$ cat config.mk
export PLATFORM = sky130hd
export DESIGN_NAME = sha1_hash_engine
export DESIGN_NICKNAME = d
export VERILOG_FILES = /design/src/rtl/core/sha1he_pkg.sv /design/src/rtl/core/sha1_hash_engine.sv /design/src/rtl/core/sha1he_seq.sv /design/src/rtl/core/sha1he_msgbuf.sv /design/src/rtl/core/sha1he_round.sv
export VERILOG_INCLUDE_DIRS = /design/src /design/src/rtl/core
export SDC_FILE = /design/constraint.sdc
export NUM_CORES = 2
export LEC_CHECK = 0
export BUFFER_PORTS_ARGS = -buffer_cell sky130_fd_sc_hd__buf_2
export CAP_MARGIN = 25
export CORE_MARGIN = 2
export CORE_UTILIZATION = 58
export CTS_CLUSTER_SIZE = 8
export DETAILED_ROUTE_END_ITERATION = 6
export GPL_ROUTABILITY_DRIVEN = 0
export PLACE_DENSITY = 0.82
export SYNTH_ARGS = -nofsm -noshare
export SYNTH_HDL_FRONTEND = slang
export SYNTH_SLANG_ARGS = --single-unit
$ cat constraint.sdc
create_clock -name clk -period 7.1 [get_ports clk]
set_input_delay 0.71 -clock clk [delete_from_list [all_inputs] [get_ports clk]]
set_output_delay 0.71 -clock clk [all_outputs]
set_load 0.03 [all_outputs]
$ cat src/rtl/core/sha1_hash_engine_assert.svh
// ----------------------------------------------------------------------------
// SHA-1 hash engine assertion macros
// Property wrappers sampled on clk and disabled while rst_n is low.
// ----------------------------------------------------------------------------
`ifndef SHA1_HASH_ENGINE_ASSERT_SVH
`define SHA1_HASH_ENGINE_ASSERT_SVH

// Same-cycle implication.
`define SHA1HE_ASSERT_HOLDS(lbl, pre, post, msg) \
  lbl: assert property (@(posedge clk) disable iff (!rst_n) (pre) |-> (post)) \
    else $error(msg);

// Next-cycle implication.
`define SHA1HE_ASSERT_NEXT(lbl, pre, post, msg) \
  lbl: assert property (@(posedge clk) disable iff (!rst_n) (pre) |=> (post)) \
    else $error(msg);

`endif

$ cat src/rtl/core/sha1he_pkg.sv
// ----------------------------------------------------------------------------
// SHA-1 hash engine package
// Microcode word layout, operation and condition codes, the control store
// and the SHA-1 constants shared by the engine's modules.
// ----------------------------------------------------------------------------
`default_nettype none

package sha1he_pkg;

  typedef logic [3:0] op_t;
  typedef logic [2:0] cond_t;
  typedef logic [3:0] upc_t;
  typedef logic [6:0] rnd_t;
  typedef logic [4:0][31:0] chain_t;

  // Datapath operations
  localparam op_t OP_NOP   = 4'd0;
  localparam op_t OP_LOAD  = 4'd1;
  localparam op_t OP_DATA  = 4'd2;
  localparam op_t OP_P80   = 4'd3;
  localparam op_t OP_PZERO = 4'd4;
  localparam op_t OP_PLEN  = 4'd5;
  localparam op_t OP_ROUND = 4'd6;
  localparam op_t OP_ADD   = 4'd7;
  localparam op_t OP_EMIT  = 4'd8;

  // Jump conditions
  localparam cond_t C_NEXT    = 3'd0;
  localparam cond_t C_ALWAYS  = 3'd1;
  localparam cond_t C_NOIN    = 3'd2;
  localparam cond_t C_FULL    = 3'd3;
  localparam cond_t C_NOTLAST = 3'd4;
  localparam cond_t C_OBUSY   = 3'd5;
  localparam cond_t C_RNDMORE = 3'd6;
  localparam cond_t C_RET     = 3'd7;

  // Microcode addresses
  localparam upc_t U_WAIT   = 4'd0;
  localparam upc_t U_DATA   = 4'd1;
  localparam upc_t U_BRANCH = 4'd2;
  localparam upc_t U_P80    = 4'd3;
  localparam upc_t U_PZERO  = 4'd4;
  localparam upc_t U_PLEN   = 4'd5;
  localparam upc_t U_EMIT   = 4'd6;
  localparam upc_t U_LOOP   = 4'd7;
  localparam upc_t U_RND    = 4'd8;
  localparam upc_t U_FIN    = 4'd9;

  localparam rnd_t RND_LAST = 7'd79;

  localparam logic [6:0] BLOCK_BYTES = 7'd64;
  localparam logic [6:0] LEN_START   = 7'd56;

  localparam chain_t H_INIT = {32'hC3D2E1F0, 32'h10325476, 32'h98BADCFE,
                               32'hEFCDAB89, 32'h67452301};

  localparam logic [31:0] K_R0 = 32'h5A827999;
  localparam logic [31:0] K_R1 = 32'h6ED9EBA1;
  localparam logic [31:0] K_R2 = 32'h8F1BBCDC;
  localparam logic [31:0] K_R3 = 32'hCA62C1D6;

  typedef struct packed {
    op_t   op;
    cond_t cond;
    logic  call;
    upc_t  target;
    upc_t  ret;
  } uword_t;

  typedef struct packed {
    op_t  op;
    rnd_t rnd;
  } ctl_t;

  typedef struct packed {
    logic full;
    logic plast;
  } status_t;

  // Control store: jump to target when the condition holds, else step on; C_RET returns to the saved address.
  function automatic uword_t ucode_rom(input upc_t pc);
    uword_t uw;
    unique case (pc)
      U_WAIT:   uw = '{OP_LOAD,  C_NOIN,    1'b0, U_WAIT, U_WAIT};
      U_DATA:   uw = '{OP_DATA,  C_FULL,    1'b1, U_RND,  U_DATA};
      U_BRANCH: uw = '{OP_NOP,   C_NOTLAST, 1'b0, U_WAIT, U_WAIT};
      U_P80:    uw = '{OP_P80,   C_FULL,    1'b1, U_RND,  U_PZERO};
      U_PZERO:  uw = '{OP_PZERO, C_FULL,    1'b1, U_RND,  U_PZERO};
      U_PLEN:   uw = '{OP_PLEN,  C_ALWAYS,  1'b1, U_RND,  U_EMIT};
      U_EMIT:   uw = '{OP_EMIT,  C_OBUSY,   1'b0, U_EMIT, U_EMIT};
      U_LOOP:   uw = '{OP_NOP,   C_ALWAYS,  1'b0, U_WAIT, U_WAIT};
      U_RND:    uw = '{OP_ROUND, C_RNDMORE, 1'b0, U_RND,  U_RND};
      U_FIN:    uw = '{OP_ADD,   C_RET,     1'b0, U_WAIT, U_WAIT};
      default:  uw = '{OP_NOP,   C_ALWAYS,  1'b0, U_WAIT, U_WAIT};
    endcase
    return uw;
  endfunction

endpackage

`default_nettype wire

$ cat src/rtl/core/sha1_hash_engine.sv
// ----------------------------------------------------------------------------
// SHA-1 hash engine
// Byte-granular SHA-1 over a word stream, microcoded control, digest words
// delivered from an output bank.
// ----------------------------------------------------------------------------
//  channel | direction | tdata fields (low bit up)            | tlast
//  in_     | slave     | data_word[31:0], byte_count[34:32]   | last_word
//  out_    | master    | digest_word[31:0], word_index[34:32] | last_of_digest
//
//  A word that completes no block passes through accept, gather and branch.
//  Each full 64-byte block adds 80 rounds of the single round unit, the
//  chaining add and, after a gather step, a repeat of it. The last word
//  adds padding steps and one or two compressions. Reset restores the
//  initial chaining value.
//  The five digest words sit in an output bank; a new digest waits only
//  while that bank still drains.
// ----------------------------------------------------------------------------
`default_nettype none

module sha1_hash_engine import sha1he_pkg::*; (
  input  logic        clk,
  input  logic        rst_n,
  input  logic        in_tvalid,
  output logic        in_tready,
  input  logic [39:0] in_tdata,   // data_word[31:0], byte_count[34:32], zero fill
  input  logic        in_tlast,
  output logic        out_tvalid,
  input  logic        out_tready,
  output logic [39:0] out_tdata,  // digest_word[31:0], word_index[34:32], zero fill
  output logic        out_tlast
);

  ctl_t        ctl;
  status_t     stat;
  logic        in_fire;
  logic        out_fire;
  logic [31:0] wt;
  chain_t      chain;
  chain_t      obank_r;
  logic [2:0]  oidx_r;
  logic        obusy_r;

  assign in_fire  = in_tvalid && in_tready;
  assign out_fire = out_tvalid && out_tready;

  sha1he_seq u_seq (
    .clk     (clk),
    .rst_n   (rst_n),
    .in_fire (in_fire),
    .obusy   (obusy_r),
    .stat    (stat),
    .ready   (in_tready),
    .ctl     (ctl)
  );

  sha1he_msgbuf u_msgbuf (
    .clk      (clk),
    .rst_n    (rst_n),
    .ctl      (ctl),
    .in_word  (in_tdata[31:0]),
    .in_count (in_tdata[34:32]),
    .in_last  (in_tlast),
    .wt       (wt),
    .stat     (stat)
  );

  sha1he_round u_round (
    .clk   (clk),
    .rst_n (rst_n),
    .ctl   (ctl),
    .wt    (wt),
    .chain (chain)
  );

  // output bank: word 0 always at the head
  always_ff @(posedge clk) begin
    if (ctl.op == OP_EMIT) begin
      obank_r <= chain;
    end else if (out_fire) begin
      for (int i = 0; i < 4; i++) begin
        obank_r[i] <= obank_r[i+1];
      end
    end
  end

  always_ff @(posedge clk) begin
    if (!rst_n) begin
      obusy_r <= 1'b0;
      oidx_r  <= '0;
    end else if (ctl.op == OP_EMIT) begin
      obusy_r <= 1'b1;
      oidx_r  <= '0;
    end else if (out_fire) begin
      oidx_r <= oidx_r + 3'd1;
      if (oidx_r == 3'd4) begin
        obusy_r <= 1'b0;
      end
    end
  end

  assign out_tvalid = obusy_r;
  assign out_tdata  = {5'd0, oidx_r, obank_r[0]};
  assign out_tlast  = (oidx_r == 3'd4);

`include "sha1_hash_engine_assert.svh"

  `SHA1HE_ASSERT_NEXT(a_leave_wait, in_fire, !in_tready, "sequencer stayed ready after a transaction")
  `SHA1HE_ASSERT_HOLDS(a_emit_free, ctl.op == OP_EMIT, !obusy_r, "digest emitted over a busy bank")
  `SHA1HE_ASSERT_NEXT(a_bank_drained, out_fire && out_tlast, !out_tvalid, "bank still valid after final word")

endmodule

`default_nettype wire

$ cat src/rtl/core/sha1he_seq.sv
// ----------------------------------------------------------------------------
// SHA-1 microcode sequencer
// Step counter over the control store, round counter and return register
// for the shared compression routine.
// ----------------------------------------------------------------------------
`default_nettype none

module sha1he_seq import sha1he_pkg::*; (
  input  logic    clk,
  input  logic    rst_n,
  input  logic    in_fire,
  input  logic    obusy,
  input  status_t stat,
  output logic    ready,
  output ctl_t    ctl
);

  upc_t   pc_r, pc_nxt;
  upc_t   ret_r, ret_nxt;
  rnd_t   rnd_r, rnd_nxt;
  uword_t uw;
  logic   taken;

  assign uw    = ucode_rom(pc_r);
  assign ready = (pc_r == U_WAIT);

  always_comb begin
    unique case (uw.cond)
      C_NEXT:    taken = 1'b0;
      C_ALWAYS:  taken = 1'b1;
      C_NOIN:    taken = !in_fire;
      C_FULL:    taken = stat.full;
      C_NOTLAST: taken = !stat.plast;
      C_OBUSY:   taken = obusy;
      C_RNDMORE: taken = (rnd_r != RND_LAST);
      C_RET:     taken = 1'b1;
    endcase
  end

  always_comb begin
    ctl.rnd = rnd_r;
    // drop a load without a transaction and an emit while the bank drains
    if ((uw.op == OP_LOAD && !in_fire) || (uw.op == OP_EMIT && obusy)) begin
      ctl.op = OP_NOP;
    end else begin
      ctl.op = uw.op;
    end
  end

  always_comb begin
    if (uw.cond == C_RET) begin
      pc_nxt = ret_r;
    end else if (taken) begin
      pc_nxt = uw.target;
    end else begin
      pc_nxt = pc_r + 4'd1;
    end
    ret_nxt = (taken && uw.call) ? uw.ret : ret_r;
    if (ctl.op == OP_ROUND) begin
      rnd_nxt = (rnd_r == RND_LAST) ? '0 : rnd_r + 7'd1;
    end else begin
      rnd_nxt = rnd_r;
    end
  end

  always_ff @(posedge clk) begin
    if (!rst_n) begin
      pc_r  <= U_WAIT;
      ret_r <= U_WAIT;
      rnd_r <= '0;
    end else begin
      pc_r  <= pc_nxt;
      ret_r <= ret_nxt;
      rnd_r <= rnd_nxt;
    end
  end

endmodule

`default_nettype wire

$ cat src/rtl/core/sha1he_msgbuf.sv
// ----------------------------------------------------------------------------
// SHA-1 message buffer
// Gathers message and padding bytes into a 64-byte block and, during the
// rounds, shifts it as the 16-word message schedule.
// ----------------------------------------------------------------------------
`default_nettype none

module sha1he_msgbuf import sha1he_pkg::*; (
  input  logic        clk,
  input  logic        rst_n,
  input  ctl_t        ctl,
  input  logic [31:0] in_word,
  input  logic [2:0]  in_count,
  input  logic        in_last,
  output logic [31:0] wt,
  output status_t     stat
);

  logic [7:0]  byte_r [64];
  logic [31:0] pend_r;
  logic [2:0]  pcnt_r;
  logic        plast_r;
  logic [6:0]  fill_r, fill_nxt;
  logic [63:0] blen_r;

  logic [2:0]  cnt_sat;
  logic [6:0]  room;
  logic [2:0]  take;
  logic [6:0]  zlim;
  logic [15:0][31:0] words;
  logic [31:0] wnew;
  logic        wr_en  [64];
  logic [7:0]  wr_dat [64];

  assign cnt_sat = (in_count > 3'd4) ? 3'd4 : in_count;
  assign room    = BLOCK_BYTES - fill_r;
  assign take    = ({4'd0, pcnt_r} < room) ? pcnt_r : room[2:0];
  assign zlim    = (fill_r <= LEN_START) ? LEN_START : BLOCK_BYTES;

  always_comb begin
    for (int j = 0; j < 16; j++) begin
      words[j] = {byte_r[4*j], byte_r[4*j+1], byte_r[4*j+2], byte_r[4*j+3]};
    end
  end

  assign wt   = words[0];
  assign wnew = {words[13][30:0] ^ words[8][30:0] ^ words[2][30:0] ^ words[0][30:0],
                 words[13][31] ^ words[8][31] ^ words[2][31] ^ words[0][31]};

  always_comb begin
    unique case (ctl.op)
      OP_DATA:  fill_nxt = fill_r + {4'd0, take};
      OP_P80:   fill_nxt = fill_r + 7'd1;
      OP_PZERO: fill_nxt = zlim;
      OP_PLEN:  fill_nxt = BLOCK_BYTES;
      OP_ADD:   fill_nxt = '0;
      default:  fill_nxt = fill_r;
    endcase
  end

  assign stat.full  = (fill_nxt == BLOCK_BYTES);
  assign stat.plast = plast_r;

  // per-byte write enables and data for the gathering operations
  always_comb begin
    for (int p = 0; p < 64; p++) begin
      logic [6:0] pos;
      logic [6:0] d;
      pos = 7'(p);
      d   = pos - fill_r;
      unique case (ctl.op)
        OP_DATA: begin
          wr_en[p]  = (pos >= fill_r) && (d < {4'd0, take});
          wr_dat[p] = pend_r[{2'd3 - d[1:0], 3'b000} +: 8];
        end
        OP_P80: begin
          wr_en[p]  = (pos == fill_r);
          wr_dat[p] = 8'h80;
        end
        OP_PZERO: begin
          wr_en[p]  = (pos >= fill_r) && (pos < zlim);
          wr_dat[p] = 8'h00;
        end
        OP_PLEN: begin
          wr_en[p]  = (pos >= LEN_START);
          wr_dat[p] = blen_r[{3'd7 - pos[2:0], 3'b000} +: 8];
        end
        default: begin
          wr_en[p]  = 1'b0;
          wr_dat[p] = 8'h00;
        end
      endcase
    end
  end

  always_ff @(posedge clk) begin
    if (ctl.op == OP_ROUND) begin
      // advance the schedule by one word
      for (int p = 0; p < 60; p++) begin
        byte_r[p] <= byte_r[p+4];
      end
      byte_r[60] <= wnew[31:24];
      byte_r[61] <= wnew[23:16];
      byte_r[62] <= wnew[15:8];
      byte_r[63] <= wnew[7:0];
    end else begin
      for (int p = 0; p < 64; p++) begin
        if (wr_en[p]) begin
          byte_r[p] <= wr_dat[p];
        end
      end
    end
  end

  always_ff @(posedge clk) begin
    if (ctl.op == OP_LOAD) begin
      pend_r <= in_word;
    end else if (ctl.op == OP_DATA) begin
      pend_r <= pend_r << {take, 3'b000};
    end
  end

  always_ff @(posedge clk) begin
    if (!rst_n) begin
      fill_r  <= '0;
      pcnt_r  <= '0;
      plast_r <= 1'b0;
      blen_r  <= '0;
    end else begin
      fill_r <= fill_nxt;
      if (ctl.op == OP_LOAD) begin
        pcnt_r  <= cnt_sat;
        plast_r <= in_last;
        blen_r  <= blen_r + {58'd0, cnt_sat, 3'b000};
      end else if (ctl.op == OP_DATA) begin
        pcnt_r <= pcnt_r - take;
      end else if (ctl.op == OP_EMIT) begin
        blen_r <= '0;
      end
    end
  end

endmodule

`default_nettype wire

$ cat src/rtl/core/sha1he_round.sv
// ----------------------------------------------------------------------------
// SHA-1 round unit
// Working variables a..e, one compression round per cycle, and the chaining
// value with its feed-forward add and re-initialisation.
// ----------------------------------------------------------------------------
`default_nettype none

module sha1he_round import sha1he_pkg::*; (
  input  logic        clk,
  input  logic        rst_n,
  input  ctl_t        ctl,
  input  logic [31:0] wt,
  output chain_t      chain
);

  chain_t      chain_r;
  chain_t      work_r;
  chain_t      src;
  logic [31:0] a, b, c, d, e;
  logic [31:0] f, k, tmp;

  // round 0 starts from the chaining value
  assign src = (ctl.rnd == '0) ? chain_r : work_r;
  assign a = src[0];
  assign b = src[1];
  assign c = src[2];
  assign d = src[3];
  assign e = src[4];

  always_comb begin
    if (ctl.rnd < 7'd20) begin
      f = (b & c) | (~b & d);
      k = K_R0;
    end else if (ctl.rnd < 7'd40) begin
      f = b ^ c ^ d;
      k = K_R1;
    end else if (ctl.rnd < 7'd60) begin
      f = (b & c) | (b & d) | (c & d);
      k = K_R2;
    end else begin
      f = b ^ c ^ d;
      k = K_R3;
    end
  end

  assign tmp   = {a[26:0], a[31:27]} + f + e + k + wt;
  assign chain = chain_r;

  always_ff @(posedge clk) begin
    if (ctl.op == OP_ROUND) begin
      work_r[0] <= tmp;
      work_r[1] <= a;
      work_r[2] <= {b[1:0], b[31:2]};
      work_r[3] <= c;
      work_r[4] <= d;
    end
  end

  always_ff @(posedge clk) begin
    if (!rst_n) begin
      chain_r <= H_INIT;
    end else if (ctl.op == OP_ADD) begin
      for (int i = 0; i < 5; i++) begin
        chain_r[i] <= chain_r[i] + work_r[i];
      end
    end else if (ctl.op == OP_EMIT) begin
      chain_r <= H_INIT;
    end
  end

endmodule

`default_nettype wire
==> impl_results.md <==
* Final Setup Violations at 0
* Largest net degree at the start of global routing at 148
* Max FO, Critical Path at 8
* Max_cap viols at 0
* Area of the multi-input gates at 32000 µm²
* CTS Buf Count at 159
* Via-to-Cell Ratio at 6.51
* DR DRC count at 140
* Routed WL at 198000 µm
* Fillers at 8173
* Crit path top cell by count: fa_1
* DR iter-0 viols at 7244
* Min Tclk post-route at 7000 ps
* CTS tree: built
* H-tree levels at 4
* CP startpoint: u_seq.rnd_r[0]
* Die Width at 339 µm
* Worst Hold Depth at 3
* CP endpoint kind: flip-flop
* Reg2reg start: u_seq.rnd_r[0]
* CTS root buffer: clkbuf_16
* Overall Global Routing Usage at 0.334
* EDFF count, synth at 864
* Cts hold-fix bufs at 0
* Failing checks: DRC
* Max incr delay on CP at 610 ps
* Final Hold Fails at 0
* Syn Inst Count at 6367
* Fmax at 0.143 GHz
* Initial DRT Pass Iterations at 7
* Row count at 123
* Leakage power at 29.3 nW
* ANT nets after route at 0
* Slowest cell on the critical path: fa_1
* Global-route wire length before repair at 299000 µm
* FF+latch area at 31200 µm²
* Worst Hold Launch: in_tdata[13]
* Post-Layout Cell Count at 8094
* Placement-stage cell area at 67600 µm²
* Clk Latency, worst-skew pair at 780 ps
* Die ar. at 115000 µm²
* Clk sinks at 1128
* Syn avg cell area at 10.3 µm²
* Worst-Margin Slew at 1220 ps
* R2r worst-path depth at 25
* Wirelength per Cell at 24.4 µm
* Clk buf depth at 3
* Vias at 52700
* Die height at 339 µm
* I/O Buffers at 77
* Setup CP Type: flip-flop to flip-flop
* Antenna cells at 0
* Yosys reg bits at 1128
* Ys async rst share at 0
* Top cell type's share of synthesized area at 0.398
* Syn Std Cell Area at 65300 µm²
* Main area contributors after synthesis: edfxtp_1 40%, dfxtp_1 8.1%, nand2_1 6.3%
* Hold crit path type: primary input to flip-flop
* P&R area growth vs syn at 11.8%
* Final HPWL DP at 132000 µm
* Worst Path Arrival at 7520 ps
* Unique masters post-synth at 107
* Initial antenna violation count at 2
* Clock skew at 33.3 ps
* Buf+Inv Stages, Crit Path at 3
* Worst-path clk slew at 50 ps
* Run status: finished with violations
* Fin. max-slew vios at 0
* # IOs at 88
* Share of cells above drive strength 1 at 0.126
* Final nets at 6901
* Vias in the first global route at 51800
* Starting density of the core at 0.583
* PwrDens at 302 nW/µm²
* Leading area contributor after synthesis: edfxtp_1
* GRT overflow at 0
* Placed insts at 7803
* Slew headroom at 0.176
* Post-route cell area at 73000 µm²
* Worst setup SP type: flip-flop
* Syn. warnings at 0
* CP Data Required Time at 7610 ps
* CP top delay family: compound AO/OA/AOI/OAI gates
* Seq/Total Area, Yosys at 0.479
* Worst VDD drop at 0.291 mV
* Core area at 112000 µm²
* Period utilization at 0.987
* Stages on the worst setup path at 25
* Main flop type after synthesis: edfxtp_1
* Unrepaired setup endpoints after global routing: true
## worst paths after layout
kind | end | slack [ps]
max reg2reg | u_round.work_r[29] | 100
min | u_msgbuf.pend_r[13] | 230
max | u_round.work_r[29] | 100
min reg2reg | u_seq.ret_r[2] | 470
## metrics by stage
| step | utilization | TNS (ps) | setup slack, ps | hold WS [ps] | power (mW) |
|---|---|---|---|---|---|
| 2_1_floorplan | - | 0 | 48.9 | 437 | 12.6 |
| 3_3_place_gp | 0.603 | -178 | -106 | 443 | 14.2 |
| 3_5_place_dp | 0.604 | -864 | -290 | 453 | 14.5 |
| 4_1_cts | 0.646 | 0 | 11.0 | 191 | 21.6 |
| 5_1_grt | 0.651 | -252 | -134 | 224 | 22.8 |
| 6_report | 0.651 | 0 | 95.6 | 232 | 22.0 |
## routing by layer
layer / GRT usage / part of all wire / vias up
met3: 0.0971 / 0.13 / 932
met2: 0.514 / 0.45 / 3775
met1: 0.421 / 0.36 / 25100
met4: 0.193 / 0.068 / 0
met5: 0 / 0 / -
li1: - / - / 22900
## state kept, by name (all words and copies together) (netlist names)
register / cells
u_seq.ret_r: 4
u_msgbuf.fill_r: 7
u_msgbuf.plast_r: 1
u_round.chain: 160
u_msgbuf.pend_r: 32
u_msgbuf.pcnt_r: 3
u_msgbuf.byte_r: 512
out_tvalid: 1
out_tdata: 32
u_round.work_r: 160
u_msgbuf.blen_r: 61
u_seq.uw: 13
obank_r: 128
u_seq.rnd_r: 7
oidx_r: 3
u_seq.pc_r: 4
## synth_stat cells (all sizes together) (32+ instances only)
library cell and count:
fa 128, o22ai 60, clkbuf 220, nor3 83
nor2b 34, inv 334, edfxtp 864, xor2 126
buf 99, a21o 185, nand2b 35, a31oi 64
nand2 1101, mux2i 160, nand4 32, nand3 125
mux2 213, xnor2 260, and3 60, a21oi 420
nor2 418, o21ai 313, ha 251, a22oi 40
dfxtp 264
## repair_timing
action,CTS,global route
gates resized for setup,10,108
setup buffers,2,2
gates cloned,0,2
endpoints found under the setup margin,7,6
pin swaps,1,24
## power by group
| group | switching [mW] | leakage [nW] | total [mW] | internal (mW) |
|---|---|---|---|---|
| Combinational | 4.07 | 17.1 | 6.55 | 2.47 |
| Sequential | 0.412 | 10.0 | 8.32 | 7.91 |
| Clock | 2.90 | 2.21 | 7.17 | 4.28 |
| Total | 7.38 | 29.3 | 22.0 | 14.7 |
## tightest hold or removal path: stages
cell     delay, ps
buf_2           70
nand2_1         30
o21ai_0         60
## layout by cell type, fill, tap and decap left out, types with 61 or more instances in the layout
cell type and instances:
a21o_1 185, a21oi_1 409, a31oi_1 61, buf_2 78
buf_4 173, clkbuf_1 103, clkbuf_16 166, dfxtp_1 260
edfxtp_1 864, fa_1 125, ha_1 246, inv_1 324
mux2_2 201, mux2i_1 116, nand2_1 1095, nand3_1 122
nor2_1 412, nor3_1 74, o21ai_0 296, xnor2_1 260
xor2_1 126
## kinds of logic (layout without fill, tap and decap cells)
group,count (synthesis),count (layout),synth area share
AO/OA/AOI/OAI,1404,1404,0.137
buffers and inverters,655,878,0.0405
flip-flops,1128,1128,0.479
XOR/XNOR,386,386,0.0518
multiplexers,399,399,0.0707
other,1,5,0.0000575
adder cells (fa/ha/maj),381,381,0.0877
AND/OR/NAND/NOR,2013,2013,0.133
## cell type report
| class | count | share of cell area |
|---|---|---|
| tap | 1500 | 0.0257 |
| inverter | 336 | 0.0175 |
| multi-input combinational | 4588 | 0.439 |
| clock buffer | 267 | 0.0615 |
| sequential | 1128 | 0.428 |
| clock inverter | 11 | 0.00209 |
| timing repair buffer | 264 | 0.0262 |
Power figures use the tool's default switching activity.
